File: src/rtl/ntew_pkg.sv
package ntew_pkg;

  localparam int VALUE_W    = 31;
  localparam int IN_TDATA_W = 32;
  localparam int WORD_W     = 5;
  localparam int OUT_TDATA_W = 8;
  localparam int BCD_DIGITS = 12;
  localparam int BCD_W      = 4 * BCD_DIGITS;
  localparam int GROUPS     = 4;
  localparam int CNT_W      = $clog2(VALUE_W);

  localparam logic [WORD_W-1:0] TOK_ZERO      = 5'd0;
  localparam logic [WORD_W-1:0] TOK_TENS_BASE = 5'd18;
  localparam logic [WORD_W-1:0] TOK_HUNDRED   = 5'd28;
  localparam logic [WORD_W-1:0] TOK_THOUSAND  = 5'd29;
  localparam logic [WORD_W-1:0] TOK_MILLION   = 5'd30;
  localparam logic [WORD_W-1:0] TOK_BILLION   = 5'd31;

  // group indexes, most significant first
  localparam logic [1:0] GRP_BILLION  = 2'd0;
  localparam logic [1:0] GRP_MILLION  = 2'd1;
  localparam logic [1:0] GRP_THOUSAND = 2'd2;
  localparam logic [1:0] GRP_UNITS    = 2'd3;

  // steps within one group
  localparam logic [2:0] STP_HUND_DIGIT = 3'd0;
  localparam logic [2:0] STP_HUND_WORD  = 3'd1;
  localparam logic [2:0] STP_TENS       = 3'd2;
  localparam logic [2:0] STP_UNITS      = 3'd3;
  localparam logic [2:0] STP_SCALE      = 3'd4;

  typedef enum logic [1:0] {
    ST_IDLE,
    ST_CONV,
    ST_SPELL,
    ST_FINISH
  } state_t;

  typedef struct packed {
    logic       load;
    logic       shift;
    logic       step;
    logic       finish;
    logic [1:0] grp;
    logic [2:0] stp;
  } dp_cmd_t;

  typedef struct packed {
    logic out_free;
  } dp_stat_t;

endpackage

File: src/rtl/ntew_ctrl.sv
module ntew_ctrl
  import ntew_pkg::*;
(
  input  logic     clk,
  input  logic     rst,
  input  logic     in_valid,
  output logic     in_ready,
  input  dp_stat_t stat,
  output dp_cmd_t  cmd
);

  state_t           state, state_next;
  logic [CNT_W-1:0] cnt, cnt_next;
  logic [1:0]       grp, grp_next;
  logic [2:0]       stp, stp_next;

  always_ff @(posedge clk) begin
    if (rst) begin
      state <= ST_IDLE;
      cnt   <= '0;
      grp   <= GRP_BILLION;
      stp   <= STP_HUND_DIGIT;
    end else begin
      state <= state_next;
      cnt   <= cnt_next;
      grp   <= grp_next;
      stp   <= stp_next;
    end
  end

  always_comb begin
    state_next = state;
    cnt_next   = cnt;
    grp_next   = grp;
    stp_next   = stp;
    in_ready   = 1'b0;
    cmd        = '0;
    cmd.grp    = grp;
    cmd.stp    = stp;
    unique case (state)
      ST_IDLE: begin
        in_ready = 1'b1;
        if (in_valid) begin
          cmd.load   = 1'b1;
          cnt_next   = '0;
          grp_next   = GRP_BILLION;
          stp_next   = STP_HUND_DIGIT;
          state_next = ST_CONV;
        end
      end
      ST_CONV: begin
        cmd.shift = 1'b1;
        cnt_next  = cnt + 1'b1;
        if (cnt == CNT_W'(VALUE_W - 1)) begin
          state_next = ST_SPELL;
        end
      end
      ST_SPELL: begin
        // every step may push a word, so wait for room downstream
        if (stat.out_free) begin
          cmd.step = 1'b1;
          if (stp == STP_SCALE) begin
            stp_next = STP_HUND_DIGIT;
            if (grp == GRP_UNITS) begin
              state_next = ST_FINISH;
            end else begin
              grp_next = grp + 1'b1;
            end
          end else begin
            stp_next = stp + 1'b1;
          end
        end
      end
      ST_FINISH: begin
        if (stat.out_free) begin
          cmd.finish = 1'b1;
          state_next = ST_IDLE;
        end
      end
      default: state_next = ST_IDLE;
    endcase
  end

endmodule

File: src/rtl/ntew_dp.sv
module ntew_dp
  import ntew_pkg::*;
(
  input  logic               clk,
  input  logic               rst,
  input  logic [VALUE_W-1:0] value,
  input  dp_cmd_t            cmd,
  output dp_stat_t           stat,
  output logic               out_valid,
  input  logic               out_ready,
  output logic [WORD_W-1:0]  word,
  output logic               last
);

  logic [VALUE_W-1:0] bin;
  logic [BCD_W-1:0]   bcd;
  logic [BCD_W-1:0]   bcd_adj;
  logic [11:0]        grp_digits;
  logic [3:0]         hd, td, ud;
  logic               tok_en;
  logic [WORD_W-1:0]  tok;
  logic [WORD_W-1:0]  held;
  logic               held_valid;

  // add 3 to every digit of 5 or more before the shift
  always_comb begin
    for (int i = 0; i < BCD_DIGITS; i++) begin
      if (bcd[4*i +: 4] >= 4'd5) begin
        bcd_adj[4*i +: 4] = bcd[4*i +: 4] + 4'd3;
      end else begin
        bcd_adj[4*i +: 4] = bcd[4*i +: 4];
      end
    end
  end

  always_ff @(posedge clk) begin
    if (cmd.load) begin
      bin <= value;
      bcd <= '0;
    end else if (cmd.shift) begin
      bcd <= {bcd_adj[BCD_W-2:0], bin[VALUE_W-1]};
      bin <= {bin[VALUE_W-2:0], 1'b0};
    end
  end

  always_comb begin
    unique case (cmd.grp)
      GRP_BILLION:  grp_digits = bcd[47:36];
      GRP_MILLION:  grp_digits = bcd[35:24];
      GRP_THOUSAND: grp_digits = bcd[23:12];
      GRP_UNITS:    grp_digits = bcd[11:0];
      default:      grp_digits = bcd[11:0];
    endcase
  end

  assign hd = grp_digits[11:8];
  assign td = grp_digits[7:4];
  assign ud = grp_digits[3:0];

  always_comb begin
    tok_en = 1'b0;
    tok    = TOK_ZERO;
    unique case (cmd.stp)
      STP_HUND_DIGIT: begin
        tok_en = (hd != 4'd0);
        tok    = {1'b0, hd};
      end
      STP_HUND_WORD: begin
        tok_en = (hd != 4'd0);
        tok    = TOK_HUNDRED;
      end
      STP_TENS: begin
        if (td >= 4'd2) begin
          tok_en = 1'b1;
          tok    = TOK_TENS_BASE + {1'b0, td};
        end else begin
          // one to nineteen as a single word
          tok_en = (td != 4'd0) || (ud != 4'd0);
          tok    = td[0] ? (5'd10 + {1'b0, ud}) : {1'b0, ud};
        end
      end
      STP_UNITS: begin
        tok_en = (td >= 4'd2) && (ud != 4'd0);
        tok    = {1'b0, ud};
      end
      STP_SCALE: begin
        tok_en = (grp_digits != 12'd0) && (cmd.grp != GRP_UNITS);
        priority case (cmd.grp)
          GRP_BILLION: tok = TOK_BILLION;
          GRP_MILLION: tok = TOK_MILLION;
          default:     tok = TOK_THOUSAND;
        endcase
      end
      default: begin
        tok_en = 1'b0;
        tok    = TOK_ZERO;
      end
    endcase
  end

  assign stat.out_free = !out_valid || out_ready;

  // one word is held back so that the final one can carry last
  always_ff @(posedge clk) begin
    if (rst) begin
      held_valid <= 1'b0;
      out_valid  <= 1'b0;
    end else begin
      if (cmd.load) begin
        held_valid <= 1'b0;
      end else if (cmd.step && tok_en) begin
        held_valid <= 1'b1;
      end else if (cmd.finish) begin
        held_valid <= 1'b0;
      end
      if ((cmd.step && tok_en && held_valid) || cmd.finish) begin
        out_valid <= 1'b1;
      end else if (out_ready) begin
        out_valid <= 1'b0;
      end
    end
  end

  always_ff @(posedge clk) begin
    if (cmd.step && tok_en) begin
      held <= tok;
      if (held_valid) begin
        word <= held;
        last <= 1'b0;
      end
    end else if (cmd.finish) begin
      word <= held_valid ? held : TOK_ZERO;
      last <= 1'b1;
    end
  end

endmodule

File: src/rtl/number_to_english_word_tokens_top.sv
// channel  | dir | tdata                    | tuser | tlast
// s_axis   | in  | [30:0] value, [31] zero  | -     | -
// m_axis   | out | [4:0] word, [7:5] zero   | -     | last word of a value
//
// a value is accepted, then passes 31 shift-add steps of the binary to
// decimal converter and 20 spelling steps (5 per three-digit group) before
// the final word is released; spelling and release wait while m_axis stalls.
// a new value is taken only when the controller is idle; the last word of
// the previous value may still wait in the output register.
// rst is synchronous and clears the controller and the valid flags.
module number_to_english_word_tokens_top
  import ntew_pkg::*;
(
  input  logic                   clk,
  input  logic                   rst,
  input  logic                   s_axis_tvalid,
  output logic                   s_axis_tready,
  input  logic [IN_TDATA_W-1:0]  s_axis_tdata,   // value
  output logic                   m_axis_tvalid,
  input  logic                   m_axis_tready,
  output logic [OUT_TDATA_W-1:0] m_axis_tdata,   // word
  output logic                   m_axis_tlast
);

  dp_cmd_t           cmd;
  dp_stat_t          stat;
  logic [WORD_W-1:0] word;

  ntew_ctrl u_ctrl (
    .clk      (clk),
    .rst      (rst),
    .in_valid (s_axis_tvalid),
    .in_ready (s_axis_tready),
    .stat     (stat),
    .cmd      (cmd)
  );

  ntew_dp u_dp (
    .clk       (clk),
    .rst       (rst),
    .value     (s_axis_tdata[VALUE_W-1:0]),
    .cmd       (cmd),
    .stat      (stat),
    .out_valid (m_axis_tvalid),
    .out_ready (m_axis_tready),
    .word      (word),
    .last      (m_axis_tlast)
  );

  assign m_axis_tdata = {{(OUT_TDATA_W - WORD_W){1'b0}}, word};

endmodule

File: config.mk
export PLATFORM = sky130hd
export DESIGN_NAME = number_to_english_word_tokens_top
export DESIGN_NICKNAME = d
export VERILOG_FILES = /design/src/rtl/ntew_pkg.sv /design/src/rtl/ntew_ctrl.sv /design/src/rtl/ntew_dp.sv /design/src/rtl/number_to_english_word_tokens_top.sv
export SDC_FILE = /design/constraint.sdc
export NUM_CORES = 1
export LEC_CHECK = 0
export BUFFER_PORTS_ARGS = -buffer_cell sky130_fd_sc_hd__buf_2
export CORE_UTILIZATION = 23
export DETAILED_ROUTE_END_ITERATION = 10
export PLACE_DENSITY = 0.49
export SYNTH_ARGS = -nofsm -noshare
export SYNTH_HDL_FRONTEND = slang
export SYNTH_HIERARCHICAL = 1
export SYNTH_SLANG_ARGS = --single-unit
File: constraint.sdc
create_clock -name clk -period 2.8 [get_ports clk]
set_clock_uncertainty 0.2 [all_clocks]
set_input_delay 0.14 -clock clk [delete_from_list [all_inputs] [get_ports clk]]
set_output_delay 0.14 -clock clk [all_outputs]
set_load 0.03 [all_outputs]
* Word level (Yosys, flattened, before mapping)
Cells that the tools add are included.
** Operators by class
- Reductions and logical operators :: 27
- Add/sub/neg operators :: 17
- Eq/ne operators :: 20
- Order comparisons :: 13
- Multiplexer cells :: 57
** Operator list (number)
- two-way mux 31 bit :: 2
- >= comparator 4 x 3 -> 1 bit, second input constant :: 12
- one-hot mux 12 bit (4 select lines) :: 1
- adder 4 x 2 -> 4 bit, second input constant :: 11
- two-way mux 4 bit :: 11
- two-way mux 5 bit :: 7
- one-hot mux 5 bit (5 select lines) :: 1
- two-way mux 2 bit :: 10
- two-way mux 1 bit :: 15
- two-way mux 3 bit :: 4
- nonzero test 12 bit :: 1
- nonzero test 4 bit :: 3
- != test 2 bit, second input constant :: 5
- one-hot mux 5 bit (2 select lines) :: 1
- nonzero test 2 bit :: 5
- equality test 2 bit, second input constant :: 4
- != test 2 x 1 -> 1 bit, second input constant :: 4
- one-hot mux 2 bit (2 select lines) :: 2
- one-hot mux 2 bit (4 select lines) :: 1
- equality test 3 x 2 -> 1 bit, second input constant :: 2
- one-hot mux 3 bit (2 select lines) :: 1
- AND reduction 6 bit :: 1
- adder 4 x 4 -> 5 bit, first input constant :: 1
- adder 5 x 1 -> 5 bit, second input constant :: 1
- other kinds (19) :: 28
** Storage, ports and cells
- Logic and storage cells :: 145
- Input port bits :: 36
- Bits in registers :: 104

* Logic depth before layout (Yosys ltp)
- Depth after elaboration :: 10
- Depth in mapped cells :: 9
- Mapped depth without buffers :: 8

* Hierarchy
The synthesis kept the hierarchy.
** Modules (own cells, without submodules)
- ntew_dp :: sequential area each 2262.2 µm², area each 5235.0 µm², times used 1, cells each 494
- ntew_ctrl :: sequential area each 240.2 µm², area each 830.8 µm², times used 1, cells each 94
- number_to_english_word_tokens_top :: sequential area each 0.0 µm², area each 26.3 µm², times used 1, cells each 4

* Least setup slack after synthesis
Ideal clock, no wire load.
- Path type :: reg-to-reg
- From :: register u_ctrl.state[0]
- To :: register u_dp.bin[0] (enable)
- Period minus slack after synthesis :: 2.699 ns
- Data required time :: 2.226 ns
- Data arrival time :: 2.125 ns
- Setup time :: 0.374 ns
- Slack :: 0.101 ns
- Cell stages (with the launch flop) :: 7
- Cells stage by stage :: dfxtp_1 inv_1 ha_1 and2_2 clkbuf_1 clkbuf_1 or2_2
** RTL lines
- start: declaration :: line ntew_ctrl.sv:12 : state_t state, state_next;
- start signal: assignment :: line ntew_ctrl.sv:24 : state <= state_next;
- end signal: assignment :: line ntew_dp.sv:38 : bin <= value;
- end signal: assignment :: line ntew_dp.sv:42 : bin <= {bin[VALUE_W-2:0], 1'b0};
- end: declaration :: line ntew_dp.sv:15 : logic [VALUE_W-1:0] bin;

* Final worst setup path
- From :: register u_ctrl.grp[0]
- To :: register u_dp.held[3], data pin
** Between the ends
- Cells in the longest elaborated chain, start to end :: 6
- Elaborated cells on any way between the ends :: 11
- Those cells by class :: add/sub: 2; order compare: 1; eq/ne: 3; mux: 4; reduce/logical: 1
** RTL lines
- start: declaration :: line ntew_ctrl.sv:14 : logic [1:0] grp, grp_next;
- start signal: assignment :: line ntew_ctrl.sv:26 : grp <= grp_next;
- equality test 2 bit, or another cell as far along :: line ntew_dp.sv:47 : unique case (cmd.grp)
- one-hot mux 12 bit (4 select lines) * :: line ntew_dp.sv:47
- adder 4 x 4 -> 5 bit :: line ntew_dp.sv:79 : tok = td[0] ? (5'd10 + {1'b0, ud}) : {1'b0, ud};
- two-way mux 5 bit :: line ntew_dp.sv:79
- two-way mux 5 bit :: line ntew_dp.sv:73 : if (td >= 4'd2) begin
- one-hot mux 5 bit (5 select lines) * :: line ntew_dp.sv:63 : unique case (cmd.stp)
- named net u_dp.tok[3] :: line ntew_dp.sv:21 : logic [WORD_W-1:0] tok;
- end signal: assignment :: line ntew_dp.sv:126 : held <= tok;
- end: declaration :: line ntew_dp.sv:22 : logic [WORD_W-1:0] held;
The timed path passes the listed nets; every way through them passes the cells marked *.
A chain may end at the register's enable or synchronous reset.

==> flow_metrics.tcl <==
set metrics [dict create \
    fp-row-count 59 \
    cellLeakagePower_nw 2.678 \
    cts_tree "done" \
    synth_top_flop_cell "dfxtp_1" \
    switching_share 0.3238 \
    cp_max_fo 5 \
    htreeDepth 3 \
    finalSetupViolations 0 \
    power_frac_seq 0.415 \
    yosys_register_bits 104 \
    grt_pass1_vias 4209 \
    wire_per_inst_um 13.06 \
    syn_avg_cell_area_um2 10.29 \
    yosysWarnings 6 \
    p_comb_frac 0.330 \
    finalCriticalPeriod_ns 2.648 \
    critPathSlowestCell "mux4_1" \
    num_vias 4393 \
    grt_max_degree 83 \
    synth_async_sr_flop_share 0 \
    track_usage 0.1019 \
    die_height_um 164.8 \
    hp-class "in -> reg" \
    rsz0062_at_grt "no" \
    drt_iter0_drc 220 \
    power_mw 5.072 \
    clock_path_buffers 2 \
    nets 740 \
    grt_pass1_wl_mm 21.89 \
    core-area_um2 25980 \
    die_w_um 164.8 \
    required_ns 2.78 \
    p_sw_mw 1.642 \
    synthCells 592 \
    timing.final.crit_share 0.9458 \
    initial_utilization 0.2344 \
    critPathKind "reg -> reg" \
    clkTransAtPathRegs_ns 0.07 \
    synth_cell_type_count 64 \
    seq_area_frac_synth 0.4108 \
    hold_viol_final 0 \
    port-buffer-count 42 \
    timing.fmax_ghz 0.3776 \
    p_int_mw 3.430 \
    cpPeakStageDelay_ns 0.70 \
    clk-insertion-delay-late_ns 0.35 \
    netlist.top_cell.by_area "edfxtp_1" \
    drv_slew 0 \
    ant_nets 0 \
    powerDensity_nw_per_um2 689.7 \
    pin_count 47 \
    synth-edff-count 42 \
    end_kind "flop" \
    grt.overflow.total 0 \
    gp_congestion 0.7887 \
    synth_area_um2 6092 \
    syn_to_final_growth_pct 20.72 \
    ir_drop_mv 0.3477 \
    cts-root-buf "clkbuf_16" \
    max_slew_margin 0.5724 \
    maxCapViolations 0 \
    firstDrtPassIters 4 \
    drc_errors 0 \
    routed_via_density 4.345 \
    synth_top_cells_by_area "edfxtp_1 (21%), dfxtp_1 (20%), ha_1 (7.0%), mux2_2 (5.7%), nand2b_1 (4.2%)" \
    antenna_found_initial 0 \
    die-area_um2 27140 \
    drive_gt1_frac 0.2059 \
    setup_tns_ns 0 \
    critPathArrivalTime_ns 2.63 \
    status "complete, no violations" \
    drt_wl_total_mm 13.20 \
    hpwl_mm 8.989 \
    startpoint_type "flop" \
    worstPathCellList "mux4_1 > ha_1 > or3b_2 > a21oi_1 > o21bai_1 > a41oi_1" \
    worstMarginPinSlew_ns 0.6347 \
    pwr-share-clk 0.255 \
    cts_buffers 9 \
    clock-sinks 104 \
    synth_top_area_frac 0.2070 \
]
## area by class of cell
type	count	area, um^2
fill	2744	18630
tap	335	419.2
clock buffer	11	232.7
multi-input combinational	422	3263
timing repair buffer	96	733.2
inverter	37	138.9
antenna	1	2.502
sequential	104	2502
clock inverter	5	62.56
## cell usage after synthesis (all sizes together) (2+ instances only)
cell type,instances
nor2,27
ha,34
o211ai,11
and2b,2
inv,37
mux2,33
buf,16
and2,6
a31oi,2
xnor2,26
dfxtp,62
nor4,2
nand3,29
nand4,2
edfxtp,42
clkbuf,15
a21o,12
nand2b,41
mux4,12
o32ai,2
a21oi,48
mux2i,18
nor3b,2
nand2,35
nor2b,4
nor3,6
o21ai,35
or2,2
a21boi,5
o22ai,5
a221oi,2
and3,2
## final timing paths
path | slack, ns | from | end | cells after the start
setup / recovery | 0.15 | u_ctrl/grp[0]$_SDFFE_PP0P_ | u_dp/held[3]$_DFFE_PN_ | 6
hold / removal | 0.09 | s_axis_tvalid | u_dp/bcd[30]$_SDFFE_PP0P_ | 3
setup reg to reg | 0.15 | u_ctrl/grp[0]$_SDFFE_PP0P_ | u_dp/held[3]$_DFFE_PN_ | 6
hold reg to reg | 0.29 | u_dp/bin[30]$_DFFE_PP_ | u_dp/bcd[0]$_SDFFE_PP0P_ | 2
## per-stage QoR
stage	instance area, um^2	utilization	std cells	hold slack (ns)	setup slack [ns]
after floorplan	6100	-	594	0.01276	0.1012
after global placement	6729	0.2590	961	0.2370	0.1593
after detailed placement	6729	0.2590	961	0.2402	0.1381
after CTS	7345	0.2826	1009	0.07463	0.1215
after global routing	7352	0.2829	1010	0.1077	0.01644
final	7355	0.2830	1011	0.08695	0.1517
## metal layers
metal / track usage / vias to the layer above / wire length, um
met2: 0.1667 / 50 / 6111
met1: 0.1356 / 2070 / 6641
met5: 0 / - / 0
met3: 0.02285 / 12 / 319
met4: 0.02377 / 0 / 129
li1: - / 2261 / -
## worst max-delay path, delay by kind of cell, from the launching register on
kind	cells	cell delay [ns]
adder cells (fa/ha/maj)	1	0.25
AO/OA/AOI/OAI	3	0.48
AND/OR/NAND/NOR	1	0.46
multiplexers	1	0.70
flip-flops	1	0.39
## flip-flops by register name (all words and copies together) (netlist names), 2 cells and up
signal        cells
u_dp/word         5
u_ctrl/state      2
u_ctrl/cnt        5
u_dp/held         5
u_dp/bin         31
u_ctrl/stp        3
u_ctrl/grp        2
u_dp/bcd         48
## power by group through the flow
stage,Clock (mW),Combinational [mW],Sequential (mW)
finish,1.29,1.68,2.10
global route,1.40,1.84,2.14
CTS,1.36,1.70,2.11
detailed placement,0,1.66,2.14
global placement,0,1.66,2.14
floorplan,0,1.27,2.12
## repair_timing
item                                   4_1_cts  5_1_grt
setup buffers                                0        1
hold buffers                                32        0
endpoints found under the hold margin       38        0
setup endpoints to repair                    0        1
gates resized for setup                      0        0
## placed cells by master (no fill, tap or decap), types with 5 or more instances in the layout
cell           instances
edfxtp_1              42
dlygate4sd3_1         32
dfxtp_1               62
ha_1                  33
mux4_2                 7
o21ai_0               34
buf_2                 42
buf_4                 19
and2_1                 5
a21o_1                11
nand2_1               35
nand2b_1              41
o211ai_1              11
mux2i_1               18
clkbuf_16              9
xnor2_1               26
a21boi_0               5
a21oi_1               48
mux2_2                31
mux4_1                 5
nor2_1                25
inv_1                 37
nand3_1               29
## logic make-up (layout without fill, tap and decap cells)
| group | after synthesis | after routing | synth area share |
|---|---|---|---|
| xor gates and xnor gates | 26 | 26 | 0.03738 |
| other | 1 | 4 | 0.0006156 |
| DFF | 104 | 104 | 0.4108 |
| muxes | 63 | 63 | 0.1392 |
| and+or+nand+nor | 163 | 163 | 0.1495 |
| buffers and inverters | 68 | 149 | 0.05545 |
| adders and majority gates | 34 | 34 | 0.06983 |
| AOI/OAI and AO/OA | 133 | 133 | 0.1372 |
Power figures use the tool's default switching activity.
